File: config.mk
export PLATFORM = sky130hd
export DESIGN_NAME = can_bit_timing_solver_top
export DESIGN_NICKNAME = d
export VERILOG_FILES = /design/src/rtl/core/can_bts_pkg.sv /design/src/rtl/core/can_bit_timing_solver_top.sv /design/src/rtl/core/can_bts_div.sv
export SDC_FILE = /design/constraint.sdc
export NUM_CORES = 2
export LEC_CHECK = 0
export ABC_AREA = 1
export BUFFER_PORTS_ARGS = -buffer_cell sky130_fd_sc_hd__buf_2
export CORE_MARGIN = 3
export CORE_UTILIZATION = 45
export CTS_CLUSTER_DIAMETER = 50
export CTS_CLUSTER_SIZE = 16
export DETAILED_ROUTE_END_ITERATION = 10
export MAX_ROUTING_LAYER = met4
export PLACE_DENSITY = 0.56
export SETUP_SLACK_MARGIN = 0.1
export SLEW_MARGIN = 40
export SYNTH_ARGS = -nofsm -noshare
export SYNTH_HDL_FRONTEND = slang
export SYNTH_SLANG_ARGS = --single-unit
File: constraint.sdc
create_clock -name clk -period 8.29 [get_ports clk]
set_clock_uncertainty 0.05 [all_clocks]
set_input_delay 0.829 -clock clk [delete_from_list [all_inputs] [get_ports clk]]
set_output_delay 0.829 -clock clk [all_outputs]
set_load 0.005 [all_outputs]
File: src/rtl/core/can_bts_pkg.sv
`timescale 1ns / 1ps
// ----------------------------------------------------------------------------
// CAN bit-timing solver package
// Field widths, range limits and the divider request/response types.
// ----------------------------------------------------------------------------
package can_bts_pkg;

	localparam int CLK_W  = 28;
	localparam int RATE_W = 23;
	localparam int SP_W   = 16;
	localparam int OP_W   = 28;
	localparam int PRES_W = 5;
	localparam int SEG1_W = 5;
	localparam int SEG2_W = 4;

	localparam int SP_BITS_DEF = 16;

	localparam int PRESC_MIN = 2;
	localparam int PRESC_MAX = 32;
	localparam int SEG1_MAX  = 32;
	localparam int SEG2_MAX  = 16;

	typedef struct packed {
		logic            start;
		logic [OP_W-1:0] dividend;
		logic [OP_W-1:0] divisor;
	} div_req_t;

	typedef struct packed {
		logic            done;
		logic [OP_W-1:0] quotient;
		logic [OP_W-1:0] remainder;
	} div_rsp_t;

endpackage

File: src/rtl/core/can_bit_timing_solver_top.sv
`timescale 1ns / 1ps
// Throughput: one item at a time; in_ready is high only while the sequencer is idle.
// Every division and modulo runs on one shared 28-step bit-serial divider.
// A finished result waits in the output register; the next item is taken meanwhile.
// Reset: arst_n asynchronous, clears sequencer and output valid, no clearing pass.
// ----------------------------------------------------------------------------
// CAN bit-timing solver
// Sequencer that derives prescaler and segment codes from clock and bit rate.
// ----------------------------------------------------------------------------
module can_bit_timing_solver_top #(
	parameter int SAMPLE_POINT_BITS = can_bts_pkg::SP_BITS_DEF
) (
	input  logic                             clk,
	input  logic                             arst_n,
	input  logic                             in_valid,
	output logic                             in_ready,
	input  logic [can_bts_pkg::CLK_W-1:0]    clock_freq,
	input  logic [can_bts_pkg::RATE_W-1:0]   bit_rate,
	input  logic [can_bts_pkg::SP_W-1:0]     sample_point,
	output logic                             out_valid,
	input  logic                             out_ready,
	output logic                             ok,
	output logic [can_bts_pkg::PRES_W-1:0]   prescaler_code,
	output logic [can_bts_pkg::SEG1_W-1:0]   seg1_code,
	output logic [can_bts_pkg::SEG2_W-1:0]   seg2_code
);
	import can_bts_pkg::*;

	localparam int PROD_W = OP_W + SP_W;
	localparam logic [SP_W-1:0] SP_MASK = (SAMPLE_POINT_BITS >= SP_W) ? {SP_W{1'b1}} :
		SP_W'((64'd1 << SAMPLE_POINT_BITS) - 64'd1);

	localparam logic [1:0] TRY_BASE = 2'd0;
	localparam logic [1:0] TRY_UP   = 2'd1;
	localparam logic [1:0] TRY_DOWN = 2'd2;

	typedef enum logic [3:0] {
		S_IDLE,
		S_CDIV,
		S_CWAIT,
		S_MUL,
		S_BASE,
		S_TRY,
		S_GCD,
		S_GWAIT,
		S_PCHK,
		S_Q1WAIT,
		S_Q2WAIT,
		S_CHK,
		S_DONE
	} state_t;

	state_t            state_q;
	logic [1:0]        try_q;
	logic [CLK_W-1:0]  clk_q;
	logic [RATE_W-1:0] rate_q;
	logic [SP_W-1:0]   sp_q;
	logic [OP_W-1:0]   clocks_q;
	logic [PROD_W-1:0] prod_q;
	logic [PROD_W-1:0] prod_shift;
	logic [OP_W-1:0]   base_q;
	logic [OP_W-1:0]   seg1_q;
	logic [OP_W-1:0]   seg2_q;
	logic [OP_W-1:0]   ga_q;
	logic [OP_W-1:0]   gb_q;
	logic [OP_W-1:0]   q1p_q;
	logic [OP_W-1:0]   q2_q;
	logic              res_ok_q;
	logic [PRES_W-1:0] res_pc_q;
	logic [SEG1_W-1:0] res_c1_q;
	logic [SEG2_W-1:0] res_c2_q;
	logic              out_valid_q;

	logic [OP_W-1:0]   s1;
	logic              try_ok;
	logic              pchk_ok;
	logic              chk_ok;
	div_req_t          div_req;
	div_rsp_t          div_rsp;

	can_bts_div u_div (
		.clk    (clk),
		.arst_n (arst_n),
		.req    (div_req),
		.rsp    (div_rsp)
	);

	assign prod_shift = prod_q >> SAMPLE_POINT_BITS;

	always_comb begin
		unique case (try_q)
			TRY_BASE: s1 = base_q;
			TRY_UP:   s1 = base_q + OP_W'(1);
			default:  s1 = base_q - OP_W'(1);
		endcase
	end

	assign try_ok  = !(try_q == TRY_DOWN && base_q == '0) && (s1 < clocks_q);
	assign pchk_ok = (ga_q >= OP_W'(PRESC_MIN)) && (ga_q <= OP_W'(PRESC_MAX)) &&
		(seg1_q > ga_q);
	assign chk_ok  = (q1p_q >= OP_W'(2)) && (q1p_q <= OP_W'(SEG1_MAX + 1)) &&
		(q2_q >= OP_W'(1)) && (q2_q <= OP_W'(SEG2_MAX));

	always_comb begin
		div_req.start    = 1'b0;
		div_req.dividend = ga_q;
		div_req.divisor  = gb_q;
		unique case (state_q)
			S_CDIV: begin
				div_req.start    = (rate_q != '0);
				div_req.dividend = OP_W'(clk_q);
				div_req.divisor  = OP_W'(rate_q);
			end
			S_GCD: begin
				div_req.start = (gb_q != '0);
			end
			S_PCHK: begin
				div_req.start    = pchk_ok;
				div_req.dividend = seg1_q;
				div_req.divisor  = ga_q;
			end
			S_Q1WAIT: begin
				div_req.start    = div_rsp.done;
				div_req.dividend = seg2_q;
				div_req.divisor  = ga_q;
			end
			default: begin
				div_req.start = 1'b0;
			end
		endcase
	end

	always_ff @(posedge clk or negedge arst_n) begin
		if (!arst_n) begin
			state_q        <= S_IDLE;
			try_q          <= TRY_BASE;
			out_valid_q    <= 1'b0;
			ok             <= 1'b0;
			prescaler_code <= '0;
			seg1_code      <= '0;
			seg2_code      <= '0;
		end else begin
			if (out_valid_q && out_ready && state_q != S_DONE) begin
				out_valid_q <= 1'b0;
			end
			unique case (state_q)
				S_IDLE: begin
					if (in_valid) begin
						state_q <= S_CDIV;
					end
				end
				S_CDIV: begin
					state_q <= (rate_q != '0) ? S_CWAIT : S_MUL;
				end
				S_CWAIT: begin
					if (div_rsp.done) begin
						state_q <= S_MUL;
					end
				end
				S_MUL: begin
					state_q <= S_BASE;
				end
				S_BASE: begin
					try_q   <= TRY_BASE;
					state_q <= S_TRY;
				end
				S_TRY: begin
					state_q <= try_ok ? S_GCD : S_CHK;
				end
				S_GCD: begin
					state_q <= (gb_q != '0) ? S_GWAIT : S_PCHK;
				end
				S_GWAIT: begin
					if (div_rsp.done) begin
						state_q <= S_GCD;
					end
				end
				S_PCHK: begin
					state_q <= pchk_ok ? S_Q1WAIT : S_CHK;
				end
				S_Q1WAIT: begin
					if (div_rsp.done) begin
						state_q <= S_Q2WAIT;
					end
				end
				S_Q2WAIT: begin
					if (div_rsp.done) begin
						state_q <= S_CHK;
					end
				end
				S_CHK: begin
					if (chk_ok || try_q == TRY_DOWN) begin
						state_q <= S_DONE;
					end else begin
						try_q   <= try_q + 2'd1;
						state_q <= S_TRY;
					end
				end
				S_DONE: begin
					if (!out_valid_q || out_ready) begin
						out_valid_q    <= 1'b1;
						ok             <= res_ok_q;
						prescaler_code <= res_pc_q;
						seg1_code      <= res_c1_q;
						seg2_code      <= res_c2_q;
						state_q        <= S_IDLE;
					end
				end
				default: begin
					state_q <= S_IDLE;
				end
			endcase
		end
	end

	always_ff @(posedge clk) begin
		unique case (state_q)
			S_IDLE: begin
				clk_q    <= clock_freq;
				rate_q   <= bit_rate;
				sp_q     <= sample_point & SP_MASK;
				res_ok_q <= 1'b0;
				res_pc_q <= '0;
				res_c1_q <= '0;
				res_c2_q <= '0;
			end
			S_CDIV: begin
				clocks_q <= '0;
			end
			S_CWAIT: begin
				if (div_rsp.done) begin
					clocks_q <= div_rsp.quotient;
				end
			end
			S_MUL: begin
				prod_q <= PROD_W'(clocks_q) * PROD_W'(sp_q);
			end
			S_BASE: begin
				base_q <= prod_shift[OP_W-1:0];
			end
			S_TRY: begin
				seg1_q <= s1;
				seg2_q <= clocks_q - s1;
				ga_q   <= s1;
				gb_q   <= clocks_q - s1;
				q1p_q  <= '0;
				q2_q   <= '0;
			end
			S_GWAIT: begin
				if (div_rsp.done) begin
					ga_q <= gb_q;
					gb_q <= div_rsp.remainder;
				end
			end
			S_PCHK: begin
				q1p_q <= '0;
				q2_q  <= '0;
			end
			S_Q1WAIT: begin
				if (div_rsp.done) begin
					q1p_q <= div_rsp.quotient;
				end
			end
			S_Q2WAIT: begin
				if (div_rsp.done) begin
					q2_q <= div_rsp.quotient;
				end
			end
			S_CHK: begin
				if (chk_ok) begin
					res_ok_q <= 1'b1;
					res_pc_q <= PRES_W'(ga_q - OP_W'(1));
					res_c1_q <= SEG1_W'(q1p_q - OP_W'(2));
					res_c2_q <= SEG2_W'(q2_q - OP_W'(1));
				end
			end
			default: begin
				res_ok_q <= res_ok_q;
			end
		endcase
	end

	assign in_ready  = (state_q == S_IDLE);
	assign out_valid = out_valid_q;

endmodule

File: src/rtl/core/can_bts_div.sv
`timescale 1ns / 1ps
// ----------------------------------------------------------------------------
// CAN bit-timing solver divider
// Shared restoring divider, one quotient bit per cycle, done pulse at the end.
// ----------------------------------------------------------------------------
module can_bts_div (
	input  logic                  clk,
	input  logic                  arst_n,
	input  can_bts_pkg::div_req_t req,
	output can_bts_pkg::div_rsp_t rsp
);
	import can_bts_pkg::*;

	localparam int CNT_W = $clog2(OP_W + 1);

	logic             busy_q;
	logic             done_q;
	logic [CNT_W-1:0] cnt_q;
	logic [OP_W-1:0]  rem_q;
	logic [OP_W-1:0]  quo_q;
	logic [OP_W-1:0]  dvs_q;
	logic [OP_W:0]    shifted;
	logic [OP_W:0]    diff;

	assign shifted = {rem_q, quo_q[OP_W-1]};
	assign diff    = shifted - {1'b0, dvs_q};

	always_ff @(posedge clk or negedge arst_n) begin
		if (!arst_n) begin
			busy_q <= 1'b0;
			done_q <= 1'b0;
			cnt_q  <= '0;
		end else begin
			done_q <= 1'b0;
			if (req.start) begin
				busy_q <= 1'b1;
				cnt_q  <= CNT_W'(OP_W);
			end else if (busy_q) begin
				cnt_q <= cnt_q - CNT_W'(1);
				if (cnt_q == CNT_W'(1)) begin
					busy_q <= 1'b0;
					done_q <= 1'b1;
				end
			end
		end
	end

	always_ff @(posedge clk) begin
		if (req.start) begin
			rem_q <= '0;
			quo_q <= req.dividend;
			dvs_q <= req.divisor;
		end else if (busy_q) begin
			if (!diff[OP_W]) begin
				rem_q <= diff[OP_W-1:0];
				quo_q <= {quo_q[OP_W-2:0], 1'b1};
			end else begin
				rem_q <= shifted[OP_W-1:0];
				quo_q <= {quo_q[OP_W-2:0], 1'b0};
			end
		end
	end

	assign rsp.done      = done_q;
	assign rsp.quotient  = quo_q;
	assign rsp.remainder = rem_q;

endmodule

== Word level (Yosys, flattened, before mapping) ==
Cells that the tools add are included.

* Flip-flop bits (word level): 463
* Output and inout port bits: 17

* Add/subtract/negate cells: 9
* $mul: 1
* Order comparisons: 8
* Equality and inequality tests: 24
* Muxes and demuxes: 48
* Reductions and logical operators: 34

{| class="wikitable"
|+ Operators by type and width
! kind !! number
|-
| $pmux 28 s2 || 6
|-
| $mux 28 || 6
|-
| $pmux 56 s3 || 1
|-
| $ge 28x2->1 const B || 2
|-
| $le 28x6->1 const B || 2
|-
| $pmux 4 s13 || 1
|-
| $mul 28x16->44 || 1
|-
| $mux 4 || 10
|-
| $sub 29x28->29 || 1
|-
| $add 28x1->28 const B || 1
|-
| $ge 28x1->1 const B || 1
|-
| $gt 28x28->1 || 1
|-
| $le 28x5->1 const B || 1
|-
| $logic_not 28->1 || 1
|-
| $lt 28x28->1 || 1
|-
| $reduce_bool 28->1 || 1
|-
| $sub 28x1->28 const B || 1
|-
| $sub 28x28->28 || 1
|-
| $reduce_bool 23->1 || 1
|-
| $eq 4x4->1 const B || 5
|-
| $mux 5 || 4
|-
| $pmux 5 s2 || 2
|-
| $eq 4x3->1 const B || 4
|-
| $reduce_and 2->1 || 7
|-
| 26 further kinds || 62
|}

== Longest topological paths before layout ==
* Depth in word-level cells: 7
* Mapped depth: 29
* Depth with buffers taken out: 29

== Cells and area by module ==
From an unflattened synthesis, not the netlist that was laid out.

* Cells, all modules: 5148
* Area, all modules: 40410.0 sq um

{| class="wikitable"
|+ Modules (own cells, without submodules)
! module !! instances !! cells each !! area each (sq um) !! seq. area each (sq um)
|-
| can_bit_timing_solver_top || 1 || 4281 || 34491.8 || 10580.1
|-
| can_bts_div || 1 || 867 || 5918.2 || 2417.3
|}

== Least setup slack after synthesis ==
No wires, ideal clock.

* Path type: flip-flop to flip-flop
* Start point: register sp_q[9]
* End point: register prod_q[43], data pin
* Setup time: 0.252 ns
* Arrival: 5.434 ns
* Data required time: 7.988 ns
* Path slack: 2.554 ns
* Cell stages (with the launch flop): 25
* Path buffers: 2
* Clock period less this slack: 5.736 ns
* Cells stage by stage: edfxtp_1 > clkbuf_1 > clkbuf_1 > nand2_1 > fa_1 > inv_1 > fa_1 > inv_1 > fa_1 > inv_1 > fa_1 > fa_1 > inv_1 > fa_1 > inv_1 > ha_1 > nand2_1 > o21ai_0 > inv_1 > o21ai_0 > a21oi_1 > nand2_1 > nand2_1 > nand3b_1 > nand2_1

* Word-level cells in the longest chain between the ends: 1

{| class="wikitable"
|+ RTL lines
! element !! RTL line !! RTL
|-
| start, declared || can_bit_timing_solver_top.sv:57 || <nowiki>logic [SP_W-1:0] sp_q;</nowiki>
|-
| start signal, assigned || can_bit_timing_solver_top.sv:221 || <nowiki>sp_q <= sample_point & SP_MASK;</nowiki>
|-
| $mul 28x16->44 || can_bit_timing_solver_top.sv:236 || <nowiki>prod_q <= PROD_W'(clocks_q) * PROD_W'(sp_q);</nowiki>
|-
| end signal, assigned || can_bit_timing_solver_top.sv:236 ||
|-
| end, declared || can_bit_timing_solver_top.sv:59 || <nowiki>logic [PROD_W-1:0] prod_q;</nowiki>
|}

Every way passes these cells.
A chain may end at the register's enable or synchronous reset.

== Worst setup path after layout ==
* Start point: register sp_q[9]
* End point: register prod_q[38], data pin

The elaborated chain is that of the path after synthesis.

==> Flow_metrics.wiki <==
{| class="wikitable"
! Metric !! Value
|-
| Run status || completed
|-
| Detailed placement HPWL || 109000 um
|-
| Area of placed instances || about 42000 um2
|-
| CP bufs+invs || 5
|-
| Clock edge transition at the registers on the reported setup and hold paths || 0.06 ns
|-
| DRT Pass-1 Iters || 6
|-
| Antenna violations before repair || 1
|-
| Buffers inserted during post-CTS setup optimization || 0
|-
| Crit. End Element || register
|-
| Full die area || 92500 um2
|-
| Fill cells || 8584
|-
| Cell Area, Synth || 40000 um2
|-
| Number of nets with antenna violations after detailed routing || 0
|-
| Final period util || 0.821
|-
| Worst setup path start || sp_q[9]
|-
| Yosys reg bits || roughly 450
|-
| DRC violation count after routing || 0
|-
| Effective utilization at floorplan || 0.458
|-
| Crit path max-delay family || adder cells
|-
| Fraction of final layout cells sized beyond drive strength 1 || 0.0724
|-
| Post-Route Setup TNS || 0 ns
|-
| Async SR Flop Fraction || 0.0649
|-
| P&R area growth vs syn || 11.3%
|-
| Cell at the root of the clock tree || clkbuf_16
|-
| CTS tree || yes
|-
| H-tree depth reported by CTS || 3
|-
| Via density per instance || 5.21
|-
| Worst Reg2Reg Path Length in Cells || 20
|-
| Slowest cell on the critical path || edfxtp_1
|-
| Global-route wire length before repair || 204000 um
|-
| Number of hold-repair buffers added at the cts stage || 0
|-
| Post-synth EDFFs || 390
|-
| Sink Count || ~450
|-
| Achievable frequency || roughly 0.15 GHz
|-
| Final cell area excluding filler cells || ~45000 um2
|-
| CP most frequent cell || fa_1
|-
| Post-CTS sizing || 0
|-
| Worst R2R End || prod_q[38]
|-
| Final hold violation count || 0
|-
| Sequential-to-total area share from yosys stat || 0.325
|-
| Final setup vio count || 0
|-
| Global-route total usage across every layer || 0.302
|-
| Worst Path Class, Setup || reg2reg
|-
| Worst-Margin Slew || 0.885 ns
|-
| Count of synthesis-stage warnings from yosys || 0
|-
| Synthesized area per cell || around 8 um2
|-
| Gate count after technology mapping || 4991
|-
| FF-to-FF setup slack || 1.49 ns
|-
| Detailed router's first-iteration violation count || 2543
|-
| Final worst path period need || a little under 7 ns
|-
| Leading register cell type out of synthesis || edfxtp_1
|-
| Chip width || slightly above 300 um
|-
| Pin count of the biggest net entering global routing || 60
|-
| IO Count || 88
|-
| Number of standard-cell rows in the floorplan || roughly 110
|-
| Number of global-route vias before repair || about 32000
|-
| Top cells by area in the synthesized netlist || edfxtp_1 (29%), fa_1 (18%), nand2_1 (14%)
|-
| Critical path data required time || 8.62 ns
|-
| Leading cell type by number of instances after synthesis || nand2_1
|-
| Data arrival time of the critical path || 7.14 ns
|-
| Vias || 32700
|-
| Cts bufs inserted || 72
|-
| Crit start category || register
|-
| Number of distinct library cell variants in the gate-level netlist after synthesis || 48
|-
| Post-synth net total || 5660
|-
| Total Nets Final || 5735
|-
| Number of pins with negative max-slew slack in the final report || 0
|-
| Post-DR wirelength/cell || 21.6 um
|-
| Number of logic stages on the critical path including buffering || 20
|-
| Slew headroom || 0.410
|-
| Die height || 304 um
|-
| Count of port buffers added during placement || 87
|-
| Number of buffers between clock root and the deepest sink || 3
|-
| Global route overflow || 0
|-
| Total length of routed wires || 136000 um
|-
| Critical path's largest stage delay || 0.88 ns
|-
| Setup repair after global routing missed its margin || no
|-
| Highest net fanout along the worst path || 16
|-
| Post-synth top area cell || edfxtp_1
|-
| Area of the core region || slightly below 90000 um2
|-
| Area fraction of the dominant cell type after synthesis || 0.293
|-
| Crit path to || prod_q[38]
|-
| Final design utilization || 0.509
|-
| Cell-by-cell listing of the critical path || buf_4 -> nand2_1 -> fa_1 -> inv_1 -> fa_1 -> fa_1 -> fa_1 -> fa_1 -> inv_1 -> fa_1 -> inv_1 -> ha_1 -> inv_1 -> o21bai_1 -> nor2_1 -> a21boi_0 -> nand2_1 -> nand2_1 -> nand3_1 -> xor2_1
|-
| Total of max-cap violations || 0
|-
| Reg-to-reg critical path startpoint || sp_q[9]
|-
| Final Wtd Congestion || 0.999
|-
| Type of the worst min-delay path || in2async
|-
| Leading cell types by count after synthesis || nand2_1 (1450), inv_1 (1078), nor2_1 (399), edfxtp_1 (390), fa_1 (364)
|-
| Insertion delay of the later-clocked pin in the worst-skew pair || 0.66 ns
|}
per-layer routing:
metal,global-route usage,share of wire,vias to the layer above
met5,-,0,-
met4,0.124,0.044,0
met3,0.0464,0.070,247
met2,0.486,0.47,1113
met1,0.382,0.41,15800
li1,-,-,15500
area by class of cell:
cell class | count | area [um2] | share of cell area
Tap cell | 1155 | 1450 | 0.0325
Clock buffer | 81 | 1860 | 0.0417
Sequential cell | 447 | 13000 | 0.292
Inverter | 1092 | 4100 | 0.0921
Timing Repair Buffer | 169 | 1130 | 0.0253
Clock inverter | 52 | 708 | 0.0159
Antenna cell | 1 | 2.50 | 0.0000562
Multi-Input combinational cell | 3284 | 22300 | 0.501
per-stage QoR:
stage          hold slack (ns)  setup slack (ns)  cells
3_3_place_gp             0.353              1.51   6138
2_1_floorplan            0.350              2.55   4991
3_5_place_dp             0.355              1.55   6144
4_1_cts                  0.193              1.53   6277
6_report                0.0626              1.49   6281
5_1_grt                 0.0836              1.15   6281
worst register-to-register path: stages, from the launching register on:
cell and delay (ns):
edfxtp_1 0.88, buf_4 0.34, nand2_1 0.10, fa_1 0.58, inv_1 0.05, fa_1 0.52
fa_1 0.44, fa_1 0.53, fa_1 0.55, inv_1 0.06, fa_1 0.66, inv_1 0.09
ha_1 0.37, inv_1 0.15, o21bai_1 0.13, nor2_1 0.31, a21boi_0 0.34, nand2_1 0.10
nand2_1 0.06, nand3_1 0.08, xor2_1 0.16
logic make-up (layout without fill, tap and decap cells):
family / Yosys count / in the layout / share of synthesized area
xor+xnor: 63 / 63 / 0.0138
fa+ha+maj: 598 / 598 / 0.255
buf+inv: 1260 / 1394 / 0.120
mux: 15 / 15 / 0.00422
other cells: 0 / 1 / 0
flops: 447 / 447 / 0.325
compound gates: 404 / 404 / 0.0595
simple gates: 2204 / 2204 / 0.222
placed cells by master, fill, tap and decap left out, drive strengths merged, types with 2 or more instances in the layout:
master,count
clkinv,16
nor4,5
o22ai,6
ha,234
o2111ai,27
o21ai,149
nand3,222
nand2,1456
edfxtp,390
nor3,33
fa,364
a21boi,9
or2,15
o211ai,2
clkbuf,81
buf,169
mux2,15
a21oi,136
clkinvlp,4
o221ai,24
and2,14
o21bai,18
a21o,13
nand3b,9
nor2,407
dfxtp,28
dfrtp,29
xor2,36
nand4,42
bufinv,9
a31oi,8
inv,1115
xnor2,27
o21a,10
worst min path at each step:
stage | end | cells past startpoint | startpoint | slack, ns
6_report | state_q[1] | 1 | arst_n | 0.06
5_1_grt | seg2_code[3] | 1 | arst_n | 0.08
4_1_cts | state_q[1] | 1 | arst_n | 0.19
3_5_place_dp | base_q[4] | 0 | prod_q[20] | 0.35
3_3_place_gp | base_q[22] | 0 | prod_q[38] | 0.35
2_1_floorplan | base_q[0] | 0 | prod_q[16] | 0.35
Power is not shown: default switching activity piles up to over one toggle a cycle in this logic, so the estimate is an artifact.
